==> src/hw/rtl/assert_macros.svh <==
// Assertion macros shared by the RTL that carries concurrent checks.
`ifndef ASSERT_MACROS_SVH
`define ASSERT_MACROS_SVH

// Same-cycle implication, disabled while reset is asserted.
`define LAP_ASSERT_IMP(label, ante, cons, msg) \
  label: assert property (@(posedge clk_i) disable iff (!rst_ni) (ante) |-> (cons)) \
    else $error(msg);

// Next-cycle implication, disabled while reset is asserted.
`define LAP_ASSERT_NXT(label, ante, cons, msg) \
  label: assert property (@(posedge clk_i) disable iff (!rst_ni) (ante) |=> (cons)) \
    else $error(msg);

`endif

==> src/hw/rtl/lap_pkg.sv <==
// Types and constants for the listen address parser.
`timescale 1ns / 1ps

package lap_pkg;

  localparam int unsigned ByteW    = 8;
  localparam int unsigned DigitW   = 4;
  localparam int unsigned StatusW  = 2;
  localparam int unsigned AddrW    = 32;
  localparam int unsigned PortW    = 16;
  localparam int unsigned NumW     = 17;   // port value, saturates at 65536
  localparam int unsigned FieldW   = 10;   // one address field, up to 999
  localparam int unsigned InDataW  = 8;
  localparam int unsigned OutDataW = 56;
  localparam int unsigned PaddrW   = 3;
  localparam int unsigned PdataW   = 32;

  localparam logic [NumW-1:0]  NumSat       = 17'd65536;
  localparam logic [NumW-1:0]  PortMax      = 17'd65535;
  localparam logic [FieldW-1:0] FieldMax    = 10'd255;
  localparam logic [PortW-1:0] DefaultPortRst = 16'd80;

  // Register index, taken from paddr above the byte offset.
  localparam logic CfgDefaultPort = 1'b0;

  localparam logic [ByteW-1:0] ChColon = 8'h3A;
  localparam logic [ByteW-1:0] ChDot   = 8'h2E;
  localparam logic [ByteW-1:0] ChPlus  = 8'h2B;
  localparam logic [ByteW-1:0] ChMinus = 8'h2D;
  localparam logic [ByteW-1:0] ChSpace = 8'h20;
  localparam logic [ByteW-1:0] ChTab   = 8'h09;
  localparam logic [ByteW-1:0] ChCr    = 8'h0D;
  localparam logic [ByteW-1:0] ChZero  = 8'h30;
  localparam logic [ByteW-1:0] ChNine  = 8'h39;

  typedef enum logic [2:0] {
    CL_COLON,
    CL_DOT,
    CL_DIGIT,
    CL_SPACE,
    CL_PLUS,
    CL_MINUS,
    CL_OTHER
  } char_class_e;

  typedef enum logic [1:0] {
    NP_SKIP,
    NP_DIGITS,
    NP_STOP
  } num_phase_e;

  typedef enum logic [StatusW-1:0] {
    ST_OK,
    ST_MALFORMED,
    ST_PORT_RANGE,
    ST_BAD_ADDR
  } status_e;

  typedef struct packed {
    char_class_e       cls;
    logic [DigitW-1:0] digit;
    logic              last;
  } item_t;

  typedef struct packed {
    logic  valid;
    item_t item;
  } queue_head_t;

endpackage

==> src/hw/rtl/lap_front.sv <==
// Front end: classifies each incoming character for the back end.
`timescale 1ns / 1ps

module lap_front (
  input  logic [lap_pkg::ByteW-1:0] text_byte_i,
  input  logic                      final_byte_i,
  output lap_pkg::item_t            item_o
);

  logic [lap_pkg::ByteW-1:0] rel;

  assign rel = text_byte_i - lap_pkg::ChZero;

  always_comb begin
    item_o.last  = final_byte_i;
    item_o.digit = rel[lap_pkg::DigitW-1:0];
    if (text_byte_i == lap_pkg::ChColon) begin
      item_o.cls = lap_pkg::CL_COLON;
    end else if (text_byte_i == lap_pkg::ChDot) begin
      item_o.cls = lap_pkg::CL_DOT;
    end else if (text_byte_i >= lap_pkg::ChZero && text_byte_i <= lap_pkg::ChNine) begin
      item_o.cls = lap_pkg::CL_DIGIT;
    end else if (text_byte_i == lap_pkg::ChSpace ||
                 (text_byte_i >= lap_pkg::ChTab && text_byte_i <= lap_pkg::ChCr)) begin
      item_o.cls = lap_pkg::CL_SPACE;
    end else if (text_byte_i == lap_pkg::ChPlus) begin
      item_o.cls = lap_pkg::CL_PLUS;
    end else if (text_byte_i == lap_pkg::ChMinus) begin
      item_o.cls = lap_pkg::CL_MINUS;
    end else begin
      item_o.cls = lap_pkg::CL_OTHER;
    end
  end

endmodule

==> src/hw/rtl/lap_queue.sv <==
// Short FIFO of classified characters between front and back end.
`timescale 1ns / 1ps

module lap_queue #(
  parameter int unsigned Depth = 2
) (
  input  logic                 clk_i,
  input  logic                 rst_ni,
  input  logic                 push_i,
  input  lap_pkg::item_t       push_item_i,
  output logic                 full_o,
  input  logic                 pop_i,
  output lap_pkg::queue_head_t head_o
);

  localparam int unsigned PtrW = (Depth > 1) ? $clog2(Depth) : 1;
  localparam int unsigned CntW = $clog2(Depth + 1);

  lap_pkg::item_t entry_q [Depth];
  logic [PtrW-1:0] wr_ptr_q, wr_ptr_d;
  logic [PtrW-1:0] rd_ptr_q, rd_ptr_d;
  logic [CntW-1:0] count_q, count_d;
  logic            do_push, do_pop;

  assign full_o  = (count_q == CntW'(Depth));
  assign do_push = push_i && !full_o;
  assign do_pop  = pop_i && (count_q != '0);

  assign head_o.valid = (count_q != '0);
  assign head_o.item  = entry_q[rd_ptr_q];

  always_comb begin
    wr_ptr_d = wr_ptr_q;
    rd_ptr_d = rd_ptr_q;
    count_d  = count_q + CntW'(do_push) - CntW'(do_pop);
    if (do_push) begin
      wr_ptr_d = (wr_ptr_q == PtrW'(Depth - 1)) ? '0 : wr_ptr_q + 1'b1;
    end
    if (do_pop) begin
      rd_ptr_d = (rd_ptr_q == PtrW'(Depth - 1)) ? '0 : rd_ptr_q + 1'b1;
    end
  end

  always_ff @(posedge clk_i or negedge rst_ni) begin
    if (!rst_ni) begin
      wr_ptr_q <= '0;
      rd_ptr_q <= '0;
      count_q  <= '0;
    end else begin
      wr_ptr_q <= wr_ptr_d;
      rd_ptr_q <= rd_ptr_d;
      count_q  <= count_d;
    end
  end

  always_ff @(posedge clk_i) begin
    if (do_push) begin
      entry_q[wr_ptr_q] <= push_item_i;
    end
  end

endmodule

==> src/hw/rtl/lap_back.sv <==
// Back end: parse state, verdict on the final character, result register.
`timescale 1ns / 1ps

module lap_back (
  input  logic                       clk_i,
  input  logic                       rst_ni,
  input  lap_pkg::queue_head_t       head_i,
  output logic                       pop_o,
  input  logic [lap_pkg::PortW-1:0]  default_port_i,
  output logic                       res_valid_o,
  input  logic                       res_ready_i,
  output lap_pkg::status_e           status_o,
  output logic [lap_pkg::AddrW-1:0]  address_o,
  output logic [lap_pkg::PortW-1:0]  port_number_o,
  output logic                       port_was_default_o
);

  // parse state
  logic [1:0]                  colon_cnt_q, colon_cnt_d;
  logic                        has_chars_q, has_chars_d;
  logic                        first_empty_q, first_empty_d;
  logic [2:0]                  dot_cnt_q, dot_cnt_d;
  logic [2:0]                  field_len_q, field_len_d;
  logic [lap_pkg::FieldW-1:0]  field_val_q, field_val_d;
  logic                        addr_bad_q, addr_bad_d;
  logic [lap_pkg::AddrW-1:0]   addr_acc_q, addr_acc_d;
  lap_pkg::num_phase_e         phase_q, phase_d;
  logic                        negative_q, negative_d;
  logic [lap_pkg::NumW-1:0]    num_val_q, num_val_d;

  // result register
  logic                        res_valid_q, res_valid_d;
  lap_pkg::status_e            status_q, status_d;
  logic [lap_pkg::AddrW-1:0]   address_q, address_d;
  logic [lap_pkg::PortW-1:0]   port_q, port_d;
  logic                        dflt_q, dflt_d;

  logic                        res_free;
  logic                        finish;

  assign res_free = !res_valid_q || res_ready_i;
  assign pop_o    = head_i.valid && (!head_i.item.last || res_free);
  assign finish   = pop_o && head_i.item.last;

  always_comb begin
    logic [13:0]              fmul;
    logic [20:0]              nmul;
    logic                     malformed;
    logic                     dotted_only;
    logic [lap_pkg::NumW-1:0] port_val;

    colon_cnt_d   = colon_cnt_q;
    has_chars_d   = has_chars_q;
    first_empty_d = first_empty_q;
    dot_cnt_d     = dot_cnt_q;
    field_len_d   = field_len_q;
    field_val_d   = field_val_q;
    addr_bad_d    = addr_bad_q;
    addr_acc_d    = addr_acc_q;
    phase_d       = phase_q;
    negative_d    = negative_q;
    num_val_d     = num_val_q;
    fmul = 14'(field_val_q) * 14'd10 + 14'(head_i.item.digit);
    nmul = 21'(num_val_q) * 21'd10 + 21'(head_i.item.digit);

    if (head_i.item.cls == lap_pkg::CL_COLON) begin
      if (colon_cnt_q == 2'd0) first_empty_d = !has_chars_q;
      if (colon_cnt_q != 2'd2) colon_cnt_d = colon_cnt_q + 2'd1;
      has_chars_d = 1'b0;
      phase_d     = lap_pkg::NP_SKIP;
      negative_d  = 1'b0;
      num_val_d   = '0;
    end else begin
      has_chars_d = 1'b1;
      // address field, first part only
      if (colon_cnt_q == 2'd0) begin
        case (head_i.item.cls)
          lap_pkg::CL_DIGIT: begin
            if (field_len_q >= 3'd3) begin
              field_len_d = 3'd4;
              addr_bad_d  = 1'b1;
            end else begin
              field_val_d = fmul[lap_pkg::FieldW-1:0];
              field_len_d = field_len_q + 3'd1;
            end
          end
          lap_pkg::CL_DOT: begin
            if (field_len_q == 3'd0 || field_len_q > 3'd3 ||
                field_val_q > lap_pkg::FieldMax || dot_cnt_q >= 3'd3) begin
              addr_bad_d = 1'b1;
            end
            addr_acc_d  = {addr_acc_q[23:0], field_val_q[7:0]};
            if (dot_cnt_q < 3'd4) dot_cnt_d = dot_cnt_q + 3'd1;
            field_len_d = '0;
            field_val_d = '0;
          end
          default: addr_bad_d = 1'b1;
        endcase
      end
      // atoi-style port reader
      if (phase_q == lap_pkg::NP_SKIP && head_i.item.cls == lap_pkg::CL_SPACE) begin
        phase_d = lap_pkg::NP_SKIP;
      end else if (phase_q == lap_pkg::NP_SKIP && head_i.item.cls == lap_pkg::CL_PLUS) begin
        phase_d = lap_pkg::NP_DIGITS;
      end else if (phase_q == lap_pkg::NP_SKIP && head_i.item.cls == lap_pkg::CL_MINUS) begin
        phase_d    = lap_pkg::NP_DIGITS;
        negative_d = 1'b1;
      end else if (phase_q != lap_pkg::NP_STOP && head_i.item.cls == lap_pkg::CL_DIGIT) begin
        phase_d   = lap_pkg::NP_DIGITS;
        num_val_d = (nmul > 21'(lap_pkg::NumSat)) ? lap_pkg::NumSat
                                                  : nmul[lap_pkg::NumW-1:0];
      end else begin
        phase_d = lap_pkg::NP_STOP;
      end
    end

    // verdict, on the updated state
    malformed   = (colon_cnt_d == 2'd2) ||
                  (colon_cnt_d == 2'd1 && (first_empty_d || !has_chars_d));
    dotted_only = (colon_cnt_d == 2'd0) && (dot_cnt_d != 3'd0);
    port_val    = dotted_only ? lap_pkg::NumW'(default_port_i)
                              : (negative_d ? '0 : num_val_d);
    address_d   = '0;
    port_d      = '0;
    dflt_d      = 1'b0;
    if (malformed) begin
      status_d = lap_pkg::ST_MALFORMED;
    end else if ((negative_d && !dotted_only) || port_val == '0 ||
                 port_val > lap_pkg::PortMax) begin
      status_d = lap_pkg::ST_PORT_RANGE;
    end else if (colon_cnt_d == 2'd0 && dot_cnt_d == 3'd0) begin
      status_d = lap_pkg::ST_OK;
      port_d   = port_val[lap_pkg::PortW-1:0];
    end else if (addr_bad_d || dot_cnt_d != 3'd3 || field_len_d == 3'd0 ||
                 field_len_d > 3'd3 || field_val_d > lap_pkg::FieldMax) begin
      status_d = lap_pkg::ST_BAD_ADDR;
    end else begin
      status_d  = lap_pkg::ST_OK;
      address_d = {addr_acc_d[23:0], field_val_d[7:0]};
      port_d    = port_val[lap_pkg::PortW-1:0];
      dflt_d    = dotted_only;
    end

    if (finish) begin
      colon_cnt_d   = '0;
      has_chars_d   = 1'b0;
      first_empty_d = 1'b0;
      dot_cnt_d     = '0;
      field_len_d   = '0;
      field_val_d   = '0;
      addr_bad_d    = 1'b0;
      addr_acc_d    = '0;
      phase_d       = lap_pkg::NP_SKIP;
      negative_d    = 1'b0;
      num_val_d     = '0;
    end

    res_valid_d = finish ? 1'b1 : (res_valid_q && !res_ready_i);
  end

  always_ff @(posedge clk_i or negedge rst_ni) begin
    if (!rst_ni) begin
      colon_cnt_q   <= '0;
      has_chars_q   <= 1'b0;
      first_empty_q <= 1'b0;
      dot_cnt_q     <= '0;
      field_len_q   <= '0;
      field_val_q   <= '0;
      addr_bad_q    <= 1'b0;
      addr_acc_q    <= '0;
      phase_q       <= lap_pkg::NP_SKIP;
      negative_q    <= 1'b0;
      num_val_q     <= '0;
      res_valid_q   <= 1'b0;
    end else begin
      if (pop_o) begin
        colon_cnt_q   <= colon_cnt_d;
        has_chars_q   <= has_chars_d;
        first_empty_q <= first_empty_d;
        dot_cnt_q     <= dot_cnt_d;
        field_len_q   <= field_len_d;
        field_val_q   <= field_val_d;
        addr_bad_q    <= addr_bad_d;
        addr_acc_q    <= addr_acc_d;
        phase_q       <= phase_d;
        negative_q    <= negative_d;
        num_val_q     <= num_val_d;
      end
      res_valid_q <= res_valid_d;
    end
  end

  always_ff @(posedge clk_i) begin
    if (finish) begin
      status_q  <= status_d;
      address_q <= address_d;
      port_q    <= port_d;
      dflt_q    <= dflt_d;
    end
  end

  assign res_valid_o        = res_valid_q;
  assign status_o           = status_q;
  assign address_o          = address_q;
  assign port_number_o      = port_q;
  assign port_was_default_o = dflt_q;

endmodule

==> src/hw/rtl/listen_address_parser_core.sv <==
// Top level of the listen address parser: stream ports, config register.
//
//  channel   dir  handshake               payload
//  s_axis    in   tvalid/tready           tdata[7:0] text_byte, tlast final_byte
//  m_axis    out  tvalid/tready           tdata status/address/port/default flag
//  apb       in   psel/penable, pready=1  reg 0 default_port at byte address 0
//
// Throughput is one character per cycle unless a final character waits on a pending
// result: otherwise the back end retires one queued transaction per clock, with one
// multiply-by-ten per accumulator in its path. m_axis_tvalid rises once the final
// character has passed through the queue and then loaded the result register.
// Reset clears all parse state and the queue, and sets default_port to 80.
// A waiting result holds back only a final character; s_axis stalls once the queue fills.
`timescale 1ns / 1ps
`include "assert_macros.svh"

module listen_address_parser_core #(
  parameter int unsigned QUEUE_DEPTH = 2
) (
  input  logic                          clk_i,
  input  logic                          rst_ni,
  // input stream; tdata: [7:0] text_byte
  input  logic                          s_axis_tvalid,
  output logic                          s_axis_tready,
  input  logic [lap_pkg::InDataW-1:0]   s_axis_tdata,
  input  logic                          s_axis_tlast,
  // result stream; tdata: [1:0] status, [33:2] address, [49:34] port_number,
  // [50] port_was_default, [55:51] zero
  output logic                          m_axis_tvalid,
  input  logic                          m_axis_tready,
  output logic [lap_pkg::OutDataW-1:0]  m_axis_tdata,
  // configuration
  input  logic                          psel,
  input  logic                          penable,
  input  logic                          pwrite,
  input  logic [lap_pkg::PaddrW-1:0]    paddr,
  input  logic [lap_pkg::PdataW-1:0]    pwdata,
  output logic [lap_pkg::PdataW-1:0]    prdata,
  output logic                          pready
);

  logic [lap_pkg::PortW-1:0] default_port_q, default_port_d;
  logic                      cfg_hit;

  lap_pkg::item_t            front_item;
  lap_pkg::queue_head_t      head;
  logic                      queue_full;
  logic                      pop;

  lap_pkg::status_e          res_status;
  logic [lap_pkg::AddrW-1:0] res_address;
  logic [lap_pkg::PortW-1:0] res_port;
  logic                      res_dflt;

  // config register
  assign pready  = 1'b1;
  assign cfg_hit = psel && penable && pwrite && (paddr[2] == lap_pkg::CfgDefaultPort);
  assign default_port_d = cfg_hit ? pwdata[lap_pkg::PortW-1:0] : default_port_q;
  assign prdata  = (paddr[2] == lap_pkg::CfgDefaultPort)
                   ? lap_pkg::PdataW'(default_port_q) : '0;

  always_ff @(posedge clk_i or negedge rst_ni) begin
    if (!rst_ni) begin
      default_port_q <= lap_pkg::DefaultPortRst;
    end else begin
      default_port_q <= default_port_d;
    end
  end

  // front: classify, then queue
  lap_front u_front (
    .text_byte_i  (s_axis_tdata),
    .final_byte_i (s_axis_tlast),
    .item_o       (front_item)
  );

  assign s_axis_tready = !queue_full;

  lap_queue #(
    .Depth (QUEUE_DEPTH)
  ) u_queue (
    .clk_i       (clk_i),
    .rst_ni      (rst_ni),
    .push_i      (s_axis_tvalid),
    .push_item_i (front_item),
    .full_o      (queue_full),
    .pop_i       (pop),
    .head_o      (head)
  );

  // back: parse and emit
  lap_back u_back (
    .clk_i              (clk_i),
    .rst_ni             (rst_ni),
    .head_i             (head),
    .pop_o              (pop),
    .default_port_i     (default_port_q),
    .res_valid_o        (m_axis_tvalid),
    .res_ready_i        (m_axis_tready),
    .status_o           (res_status),
    .address_o          (res_address),
    .port_number_o      (res_port),
    .port_was_default_o (res_dflt)
  );

  assign m_axis_tdata = {5'b0, res_dflt, res_port, res_address, res_status};

  // checks
  `LAP_ASSERT_IMP(a_fail_zero, m_axis_tvalid && res_status != lap_pkg::ST_OK, res_address == '0 && res_port == '0 && !res_dflt, "failed result carries data")
  `LAP_ASSERT_IMP(a_ok_port, m_axis_tvalid && res_status == lap_pkg::ST_OK, res_port != '0, "ok result with zero port")
  `LAP_ASSERT_IMP(a_pop_head, pop, head.valid, "pop from empty queue")
  `LAP_ASSERT_NXT(a_final_res, pop && head.item.last, m_axis_tvalid, "final character lost its result")

endmodule
==> config.mk <==
export PLATFORM = sky130hd
export DESIGN_NAME = listen_address_parser_core
export DESIGN_NICKNAME = d
export VERILOG_FILES = /design/src/hw/rtl/lap_pkg.sv /design/src/hw/rtl/lap_front.sv /design/src/hw/rtl/lap_queue.sv /design/src/hw/rtl/lap_back.sv /design/src/hw/rtl/listen_address_parser_core.sv
export VERILOG_INCLUDE_DIRS = /design/src /design/src/hw/rtl
export SDC_FILE = /design/constraint.sdc
export NUM_CORES = 1
export LEC_CHECK = 0
export BUFFER_PORTS_ARGS = -buffer_cell sky130_fd_sc_hd__buf_2
export CAP_MARGIN = 25
export CORE_ASPECT_RATIO = 0.8
export CORE_MARGIN = 10
export CORE_UTILIZATION = 50
export CTS_CLUSTER_SIZE = 24
export DETAILED_ROUTE_END_ITERATION = 12
export GPL_TIMING_DRIVEN = 1
export PLACE_DENSITY = 0.68
export SLEW_MARGIN = 5
export SYNTH_ARGS = -nofsm -noshare
export SYNTH_HDL_FRONTEND = slang
export SYNTH_SLANG_ARGS = --single-unit
==> constraint.sdc <==
create_clock -name clk_i -period 5.2 [get_ports clk_i]
set_clock_uncertainty 0.1 [all_clocks]
set_input_delay 0.52 -clock clk_i [delete_from_list [all_inputs] [get_ports clk_i]]
set_output_delay 0.52 -clock clk_i [all_outputs]
set_load 0.05 [all_outputs]
==> results of run 1 <==
==> repair_timing <==
| item | in CTS | in global routing |
|---|---|---|
| setup endpoints to repair | 0 | 13 |
| setup buffers | 0 | 0 |
| hold buffers | 1 | 0 |
| gates resized for setup | 0 | 1 |
| hold endpoints to repair | 14 | 0 |
==> cell families (layout without fill, tap and decap cells) <==
group	after synthesis	after routing
other	2	22
DFF	153	153
xor gates and xnor gates	38	38
and+or+nand+nor	279	279
adders and majority gates	61	61
buffers and inverters	86	176
AOI/OAI and AO/OA	228	228
muxes	51	51
==> power by group <==
part,internal (W),total (W),switching (W)
sequential,0.00162,0.00181,0.000188
clock,0.000689,0.00125,0.000565
combinational,0.000685,0.00252,0.00183
==> worst max-delay path, delay by kind of cell, from the launching register on <==
kind | cells | cell delay (ns)
AO/OA/AOI/OAI | 6 | 1.98
adder cells (fa/ha/maj) | 3 | 1.02
AND/OR/NAND/NOR | 4 | 0.93
flip-flops | 1 | 0.45
buffers and inverters | 1 | 0.22
==> how the worst max path moves through the flow <==
stage	to	slack, ns	cells past startpoint
2_1_floorplan	u_back.port_number_o[5]$_SDFFCE_PP0P_	1.03	14
3_3_place_gp	u_back.address_o[4]$_SDFFCE_PP0P_	0.33	14
3_5_place_dp	u_back.address_o[0]$_SDFFCE_PP0P_	0.27	14
4_1_cts	u_back.address_o[6]$_SDFFCE_PP0P_	0.24	14
5_1_grt	u_back.address_o[6]$_SDFFCE_PP0P_	0.02	14
6_report	u_back.address_o[0]$_SDFFCE_PP0P_	0.34	14
==> final cells by class <==
class,instances,area (um^2),share of cell area
tap,253,317,0.0295
clock buffer,17,425,0.0396
timing repair buffer,119,646,0.0601
inverter,25,93.8,0.00874
multi-input combinational,679,4910,0.457
sequential,153,4170,0.388
clock inverter,15,180,0.0168
==> state kept, by name (all words and copies together), names as in the netlist <==
| name | cells |
|---|---|
| u_back.dot_cnt_q | 3 |
| u_back.field_val_q | 10 |
| u_back.port_was_default_o | 1 |
| u_back.port_number_o | 16 |
| u_queue.entry_q | 16 |
| u_back.has_chars_q | 1 |
| u_back.status_o | 2 |
| default_port_q | 16 |
| u_queue.count_q | 2 |
| u_back.num_val_q | 17 |
| u_queue.wr_ptr_q | 1 |
| u_back.addr_acc_q | 24 |
| u_back.colon_cnt_q | 2 |
| u_back.address_o | 32 |
| u_back.res_valid_o | 1 |
| u_queue.rd_ptr_q | 1 |
| u_back.negative_q | 1 |
| u_back.first_empty_q | 1 |
| u_back.addr_bad_q | 1 |
| u_back.phase_q | 2 |
| u_back.field_len_q | 3 |
==> Yosys cell counts, drive strengths merged, types with 3 or more instances <==
cell / n / area (um^2)
a31oi: 3 / 18.8
o21ba: 3 / 30.0
a211oi: 3 / 40.0
dfrtp: 84 / 2100
buf: 35 / 253
a21boi: 4 / 30.0
nor4: 22 / 168
o21a: 8 / 61.3
a22o: 34 / 298
a22oi: 26 / 195
a21o: 8 / 60.1
nor2b: 21 / 131
o31ai: 8 / 83.8
nand4: 7 / 50.1
inv: 24 / 90.1
ha: 55 / 688
nand2: 70 / 265
xor2: 17 / 164
and3: 7 / 43.8
nand2b: 11 / 76.3
fa: 4 / 80.1
nand4b: 4 / 35.0
nor3: 10 / 60.1
mux2i: 30 / 300
nand3: 19 / 100
a21oi: 46 / 234
nor2: 76 / 290
nor3b: 7 / 62.6
edfxtp: 67 / 2010
xnor2: 21 / 184
o211ai: 5 / 37.5
o22ai: 3 / 18.8
nand3b: 12 / 90.1
mux2: 21 / 236
clkbuf: 26 / 97.6
o21ai: 51 / 255
==> stage by stage <==
step | worst slack (ns) | hold slack, ns | instances
2_1_floorplan | 1.03 | 0.124 | 918
3_3_place_gp | 0.325 | 0.296 | 1227
3_5_place_dp | 0.274 | 0.300 | 1227
4_1_cts | 0.243 | 0.168 | 1260
5_1_grt | 0.0178 | 0.176 | 1261
6_report | 0.341 | 0.181 | 1261
==> per-layer routing <==
layer	track usage	share of wire	routed length, um
met5	0	0	0
met4	0.0421	0.0084	191
met3	0.0487	0.064	1450
met2	0.249	0.39	8850
met1	0.278	0.54	12100
==> summary.md, run 1 <==
| Metric | Value |
|---|---|
| Outcome | completed |
| Crit path DAT | 5.05 ns |
| Avg Synthesized Cell Area | 10.5 um^2 |
| Drt wl/cell | 17.9 um |
| Layout area overhead | 13.8% |
| Synth Instances | 898 |
| Final wirelength | 22.6 mm |
| Hold path depth | 1 |
| Post-route clock period utilization | 0.934 |
| Synth Area in Simple Gates | 0.157 |
| Async SR Flop Fraction | 0.562 |
| ANT nets after route | 0 |
| Fin area | 10,700 um^2 |
| Root buf cell | clkbuf_16 |
| DRC | 0 |
| Power consumption | 0.00558 W |
| RR Startpoint | u_back.num_val_q[3]$_DFFE_PN0P_ |
| Placed standard-cell area | 10,100 um^2 |
| Commonest non-fill, non-tap cell in the layout | buf_2 |
| Slowest cell on crit path | o31ai_2 |
| Post-synth EDFFs | 67 |
| Fin. max-slew vios | 0 |
| Initial DRT Pass Iterations | 6 |
| Core Box Area | 18,300 um^2 |
| I/O pin cnt | 142 |
| Total overflow reported by the global router | 0 |
| Final Hold Viols | 0 |
| Finished Core Util | 0.586 |
| Initial Utilization | 0.514 |
| Fillers | 1,572 |
| Setup total negative slack | 0 ns |
| Share of cells above drive strength 1 | 0.205 |
| Post-DP HPWL | 16.9 mm |
| Clk Latency, worst-skew pair | 0.43 ns |
| Max-cap viol count | 0 |
| Overall Global Routing Usage | 0.183 |
| CP Cell Sequence | ha_1, ha_1, fa_1, a211oi_4, o31ai_4, o21a_1, o31ai_2, nor3_2, nand4b_1, a21oi_2, a21oi_1, or3_1, buf_4, nor2_1 |
| Die Wd | 174 um |
| Hold EP | u_queue.entry_q[1][0]$_DFFE_PP_ |
| Row Count | 44 |
| Endpoints failing setup | 0 |
| Min-delay worst type | primary input to flip-flop |
| Nets | 1,105 |
| Sink Count | 153 |
| GPL Wtd Cong | 0.939 |
| Xor/xnor share of the synthesized area | 0.0369 |
| Crit start category | flip-flop |
| Die ar. | 24,800 um^2 |
| CTS tree | yes |
| Peak VDD IR | 0.000401 V |
| RSZ-0062 raised after global routing | false |
| CP Data Required Time | 5.39 ns |
| Mux contribution to synthesized area | 0.0569 |
| Number of port buffers | 101 |
| Clock transition at path regs | 0.07 ns |
| Cell area after synthesis | 9430 um^2 |
| Crit end category | flip-flop |
| Largest net degree at the start of global routing | 71 |
| Critical Path Max Stage Delay | 0.50 ns |
| Worst-path maximum fanout | 25 |
| Diode count | 0 |
| Number of global-route vias before repair | 6,892 |
| R2R setup slack | 0.34 ns |
| F_max | 206 MHz |
| Prevailing post-synth register cell | dfrtp_1 |
| Worst-case clock buffer depth | 2 |
| PD cells | 520 nW/um^2 |
| Most frequent cells in the layout | 100 x buf_2, 84 x dfrtp_1, 73 x nor2_1 |
| Synth Area in Compound Gates | 0.176 |
| Cells on worst reg2reg path | 14 |
| Yosys warnings | 0 |
| Slew margin rel. | 0.380 |
| Via density | 5.68 |
| TritonCTS Buffers | 17 |
| Register bit total from synthesis | 153 |
| Distinct cells, synth | 87 |
| Initial antenna violation count | 0 |
| Critical Path Start | u_back.num_val_q[3]$_DFFE_PN0P_ |
| Slew at the pin closest to its max-slew limit | 0.927 ns |
| Initial DRC count | 481 |
| H-tree depth | 4 |
| Hold wc startpoint | s_axis_tlast |
| Vias after detailed routing | 7,165 |
| Reg2reg end | u_back.address_o[0]$_SDFFCE_PP0P_ |
| Leakage | 4.77 nW |
| Seq/Total Area, Yosys | 0.442 |
| Post-route minimum period | 4.86 ns |
| Largest family of logic cells by synthesized area | compound AO/OA/AOI/OAI gates |
| First-pass GRT wire length | 37.1 mm |
| Crit Path Category | flip-flop to flip-flop |
| Post-synthesis adder-cell area fraction | 0.0836 |
| Crit path top cell by count | ha_1 |
| Die H | 143 um |
No activity file was read; power rests on OpenSTA's default activity.
==> inputs of run 2 (changes only) <==
--- a/config.mk
+++ b/config.mk
@@ -8,13 +8,15 @@
 export LEC_CHECK = 0
 export BUFFER_PORTS_ARGS = -buffer_cell sky130_fd_sc_hd__buf_2
 export CAP_MARGIN = 25
+export CELL_PAD_IN_SITES_DETAIL_PLACEMENT = 1
+export CELL_PAD_IN_SITES_GLOBAL_PLACEMENT = 1
 export CORE_ASPECT_RATIO = 0.8
 export CORE_MARGIN = 10
-export CORE_UTILIZATION = 50
+export CORE_UTILIZATION = 45
 export CTS_CLUSTER_SIZE = 24
 export DETAILED_ROUTE_END_ITERATION = 12
 export GPL_TIMING_DRIVEN = 1
-export PLACE_DENSITY = 0.68
+export PLACE_DENSITY = 0.77
 export SLEW_MARGIN = 5
 export SYNTH_ARGS = -nofsm -noshare
 export SYNTH_HDL_FRONTEND = slang
==> summary.md, run 2 (synthesis results as in run 1) <==
| Metric | Value |
|---|---|
| Outcome | completed |
| Cells on worst reg2reg path | 14 |
| TritonCTS Buffers | 17 |
| RR Startpoint | u_back.num_val_q[1]$_DFFE_PN0P_ |
| I/O pin cnt | 142 |
| Total overflow reported by the global router | 0 |
| CTS tree | yes |
| Clock transition at path regs | 0.07 ns |
| Core Box Area | 20,600 um^2 |
| Placed standard-cell area | 10,100 um^2 |
| ANT nets after route | 0 |
| CP Data Required Time | 5.27 ns |
| Number of port buffers | 101 |
| Crit start category | flip-flop |
| Fin area | 10,800 um^2 |
| Diode count | 0 |
| Hold EP | u_queue.entry_q[0][0]$_DFFE_PP_ |
| Die Wd | 182 um |
| Sink Count | 153 |
| Share of cells above drive strength 1 | 0.204 |
| Post-route setup slack | 0.383 ns |
| Final Hold Viols | 0 |
| Post-DP HPWL | 19.4 mm |
| R2R setup slack | 0.38 ns |
| Die ar. | 27,200 um^2 |
| Crit path top cell by count | ha_1 |
| Largest net degree at the start of global routing | 53 |
| Initial antenna violation count | 0 |
| Drt wl/cell | 20.9 um |
| Root buf cell | clkbuf_16 |
| WHS | 0.177 ns |
| Setup total negative slack | 0 ns |
| Row Count | 47 |
| Die H | 149 um |
| Hold wc startpoint | s_axis_tlast |
| Endpoints failing setup | 0 |
| Nets | 1,103 |
| F_max | 208 MHz |
| Initial Utilization | 0.457 |
| Initial DRC count | 598 |
| H-tree depth | 4 |
| Via density | 5.87 |
| Hold path depth | 1 |
| Min-delay worst type | primary input to flip-flop |
| Number of global-route vias before repair | 7,550 |
| Reg2reg end | u_back.address_o[4]$_SDFFCE_PP0P_ |
| DRC | 0 |
| Post-route clock period utilization | 0.926 |
| Worst-case clock buffer depth | 2 |
| Commonest non-fill, non-tap cell in the layout | buf_2 |
| CP Cell Sequence | ha_1, ha_1, fa_1, a211oi_4, o22ai_1, nor4_4, o2111ai_1, nand2b_4, a2111oi_4, nand4_2, a31oi_1, or3_1, buf_4, nor2_1 |
| Critical Path Max Stage Delay | 0.47 ns |
| Max reg flops | 32 |
| Crit Path Category | flip-flop to flip-flop |
| Slew margin rel. | 0.381 |
| Leakage | 4.79 nW |
| Slew at the pin closest to its max-slew limit | 0.926 ns |
| Vias after detailed routing | 7,489 |
| Overall Global Routing Usage | 0.195 |
| Crit path DAT | 4.89 ns |
| Initial DRT Pass Iterations | 7 |
| Post-CTS setup buffer count | 0 |
| Post-route minimum period | 4.82 ns |
| Peak VDD IR | 0.000380 V |
| Fin. max-slew vios | 0 |
| Most frequent cells in the layout | 100 x buf_2, 84 x dfrtp_1, 73 x nor2_1 |
| Crit end category | flip-flop |
| Final wirelength | 26.7 mm |
| Layout area overhead | 14.3% |
| First-pass GRT wire length | 42.8 mm |
| Clk Latency, worst-skew pair | 0.44 ns |
| Worst-path maximum fanout | 25 |
| PD cells | 538 nW/um^2 |
| RSZ-0062 raised after global routing | false |
| Slowest cell on crit path | dfrtp_1 |
| GPL Wtd Cong | 0.838 |
| Max-cap viol count | 0 |
| Pre-CTS setup slack | 0.338 ns |
-- run 2: cell types whose count changed in the layout (fill, tap and decap cells not counted), sizes merged --
| cell | change |
|---|---|
| bufinv | +3 |
| inv | +1 |
| clkinvlp | -1 |
| buf | -2 |
| clkinv | -3 |
-- run 2: worst max-delay path: cells and delay by family, from the launching register on --
family	cells	cell delay, ns
AO/OA/AOI/OAI	5	1.63
adder cells (fa/ha/maj)	3	1.04
AND/OR/NAND/NOR	5	1.02
flip-flops	1	0.47
buffers and inverters	1	0.27
-- run 2: what timing repair did --
| item | CTS | global route |
|---|---|---|
| endpoints found under the setup margin | 0 | 17 |
| hold buffers | 1 | 0 |
| resized for setup | 0 | 1 |
| hold endpoints to repair | 32 | 0 |
-- run 2: worst max-delay path by stage --
stage | startpoint | depth (start not counted) | to
finish | u_back.num_val_q[1]$_DFFE_PN0P_ | 14 | u_back.address_o[4]$_SDFFCE_PP0P_
global route | u_back.num_val_q[1]$_DFFE_PN0P_ | 14 | u_back.address_o[15]$_SDFFCE_PP0P_
CTS | u_back.num_val_q[1]$_DFFE_PN0P_ | 14 | u_back.address_o[4]$_SDFFCE_PP0P_
detailed placement | u_back.num_val_q[1]$_DFFE_PN0P_ | 14 | u_back.address_o[24]$_SDFFCE_PP0P_
global placement | u_back.num_val_q[1]$_DFFE_PN0P_ | 14 | u_back.address_o[2]$_SDFFCE_PP0P_
floorplan | u_back.num_val_q[1]$_DFFE_PN0P_ | 14 | u_back.port_number_o[5]$_SDFFCE_PP0P_
-- run 2: layer usage --
layer / routed length, um / GRT usage
met5: 0 / 0
met4: 397 / 0.0564
met3: 1570 / 0.0451
met2: 11500 / 0.293
met1: 13200 / 0.275
-- run 2: final cells by class --
class                      instances  area, um^2
sequential                       153        4170
multi-input combinational        679        4910
inverter                          25        93.8
timing repair buffer             117         631
clock buffer                      17         425
clock inverter                    15         223
fill                            2304        9860
tap                              269         337
-- run 2: power breakdown --
group	switching (W)	internal, W
clock	0.000571	0.000825
sequential	0.000227	0.00162
combinational	0.00188	0.000678
-- run 2: through the flow --
stage | power [W] | instances | util
after global routing | 0.00610 | 1275 | 0.522
after detailed placement | 0.00441 | 1242 | 0.490
after global placement | 0.00431 | 1242 | 0.490
after CTS | 0.00583 | 1275 | 0.522
final | 0.00581 | 1275 | 0.522
after floorplan | 0.00372 | 918 | -
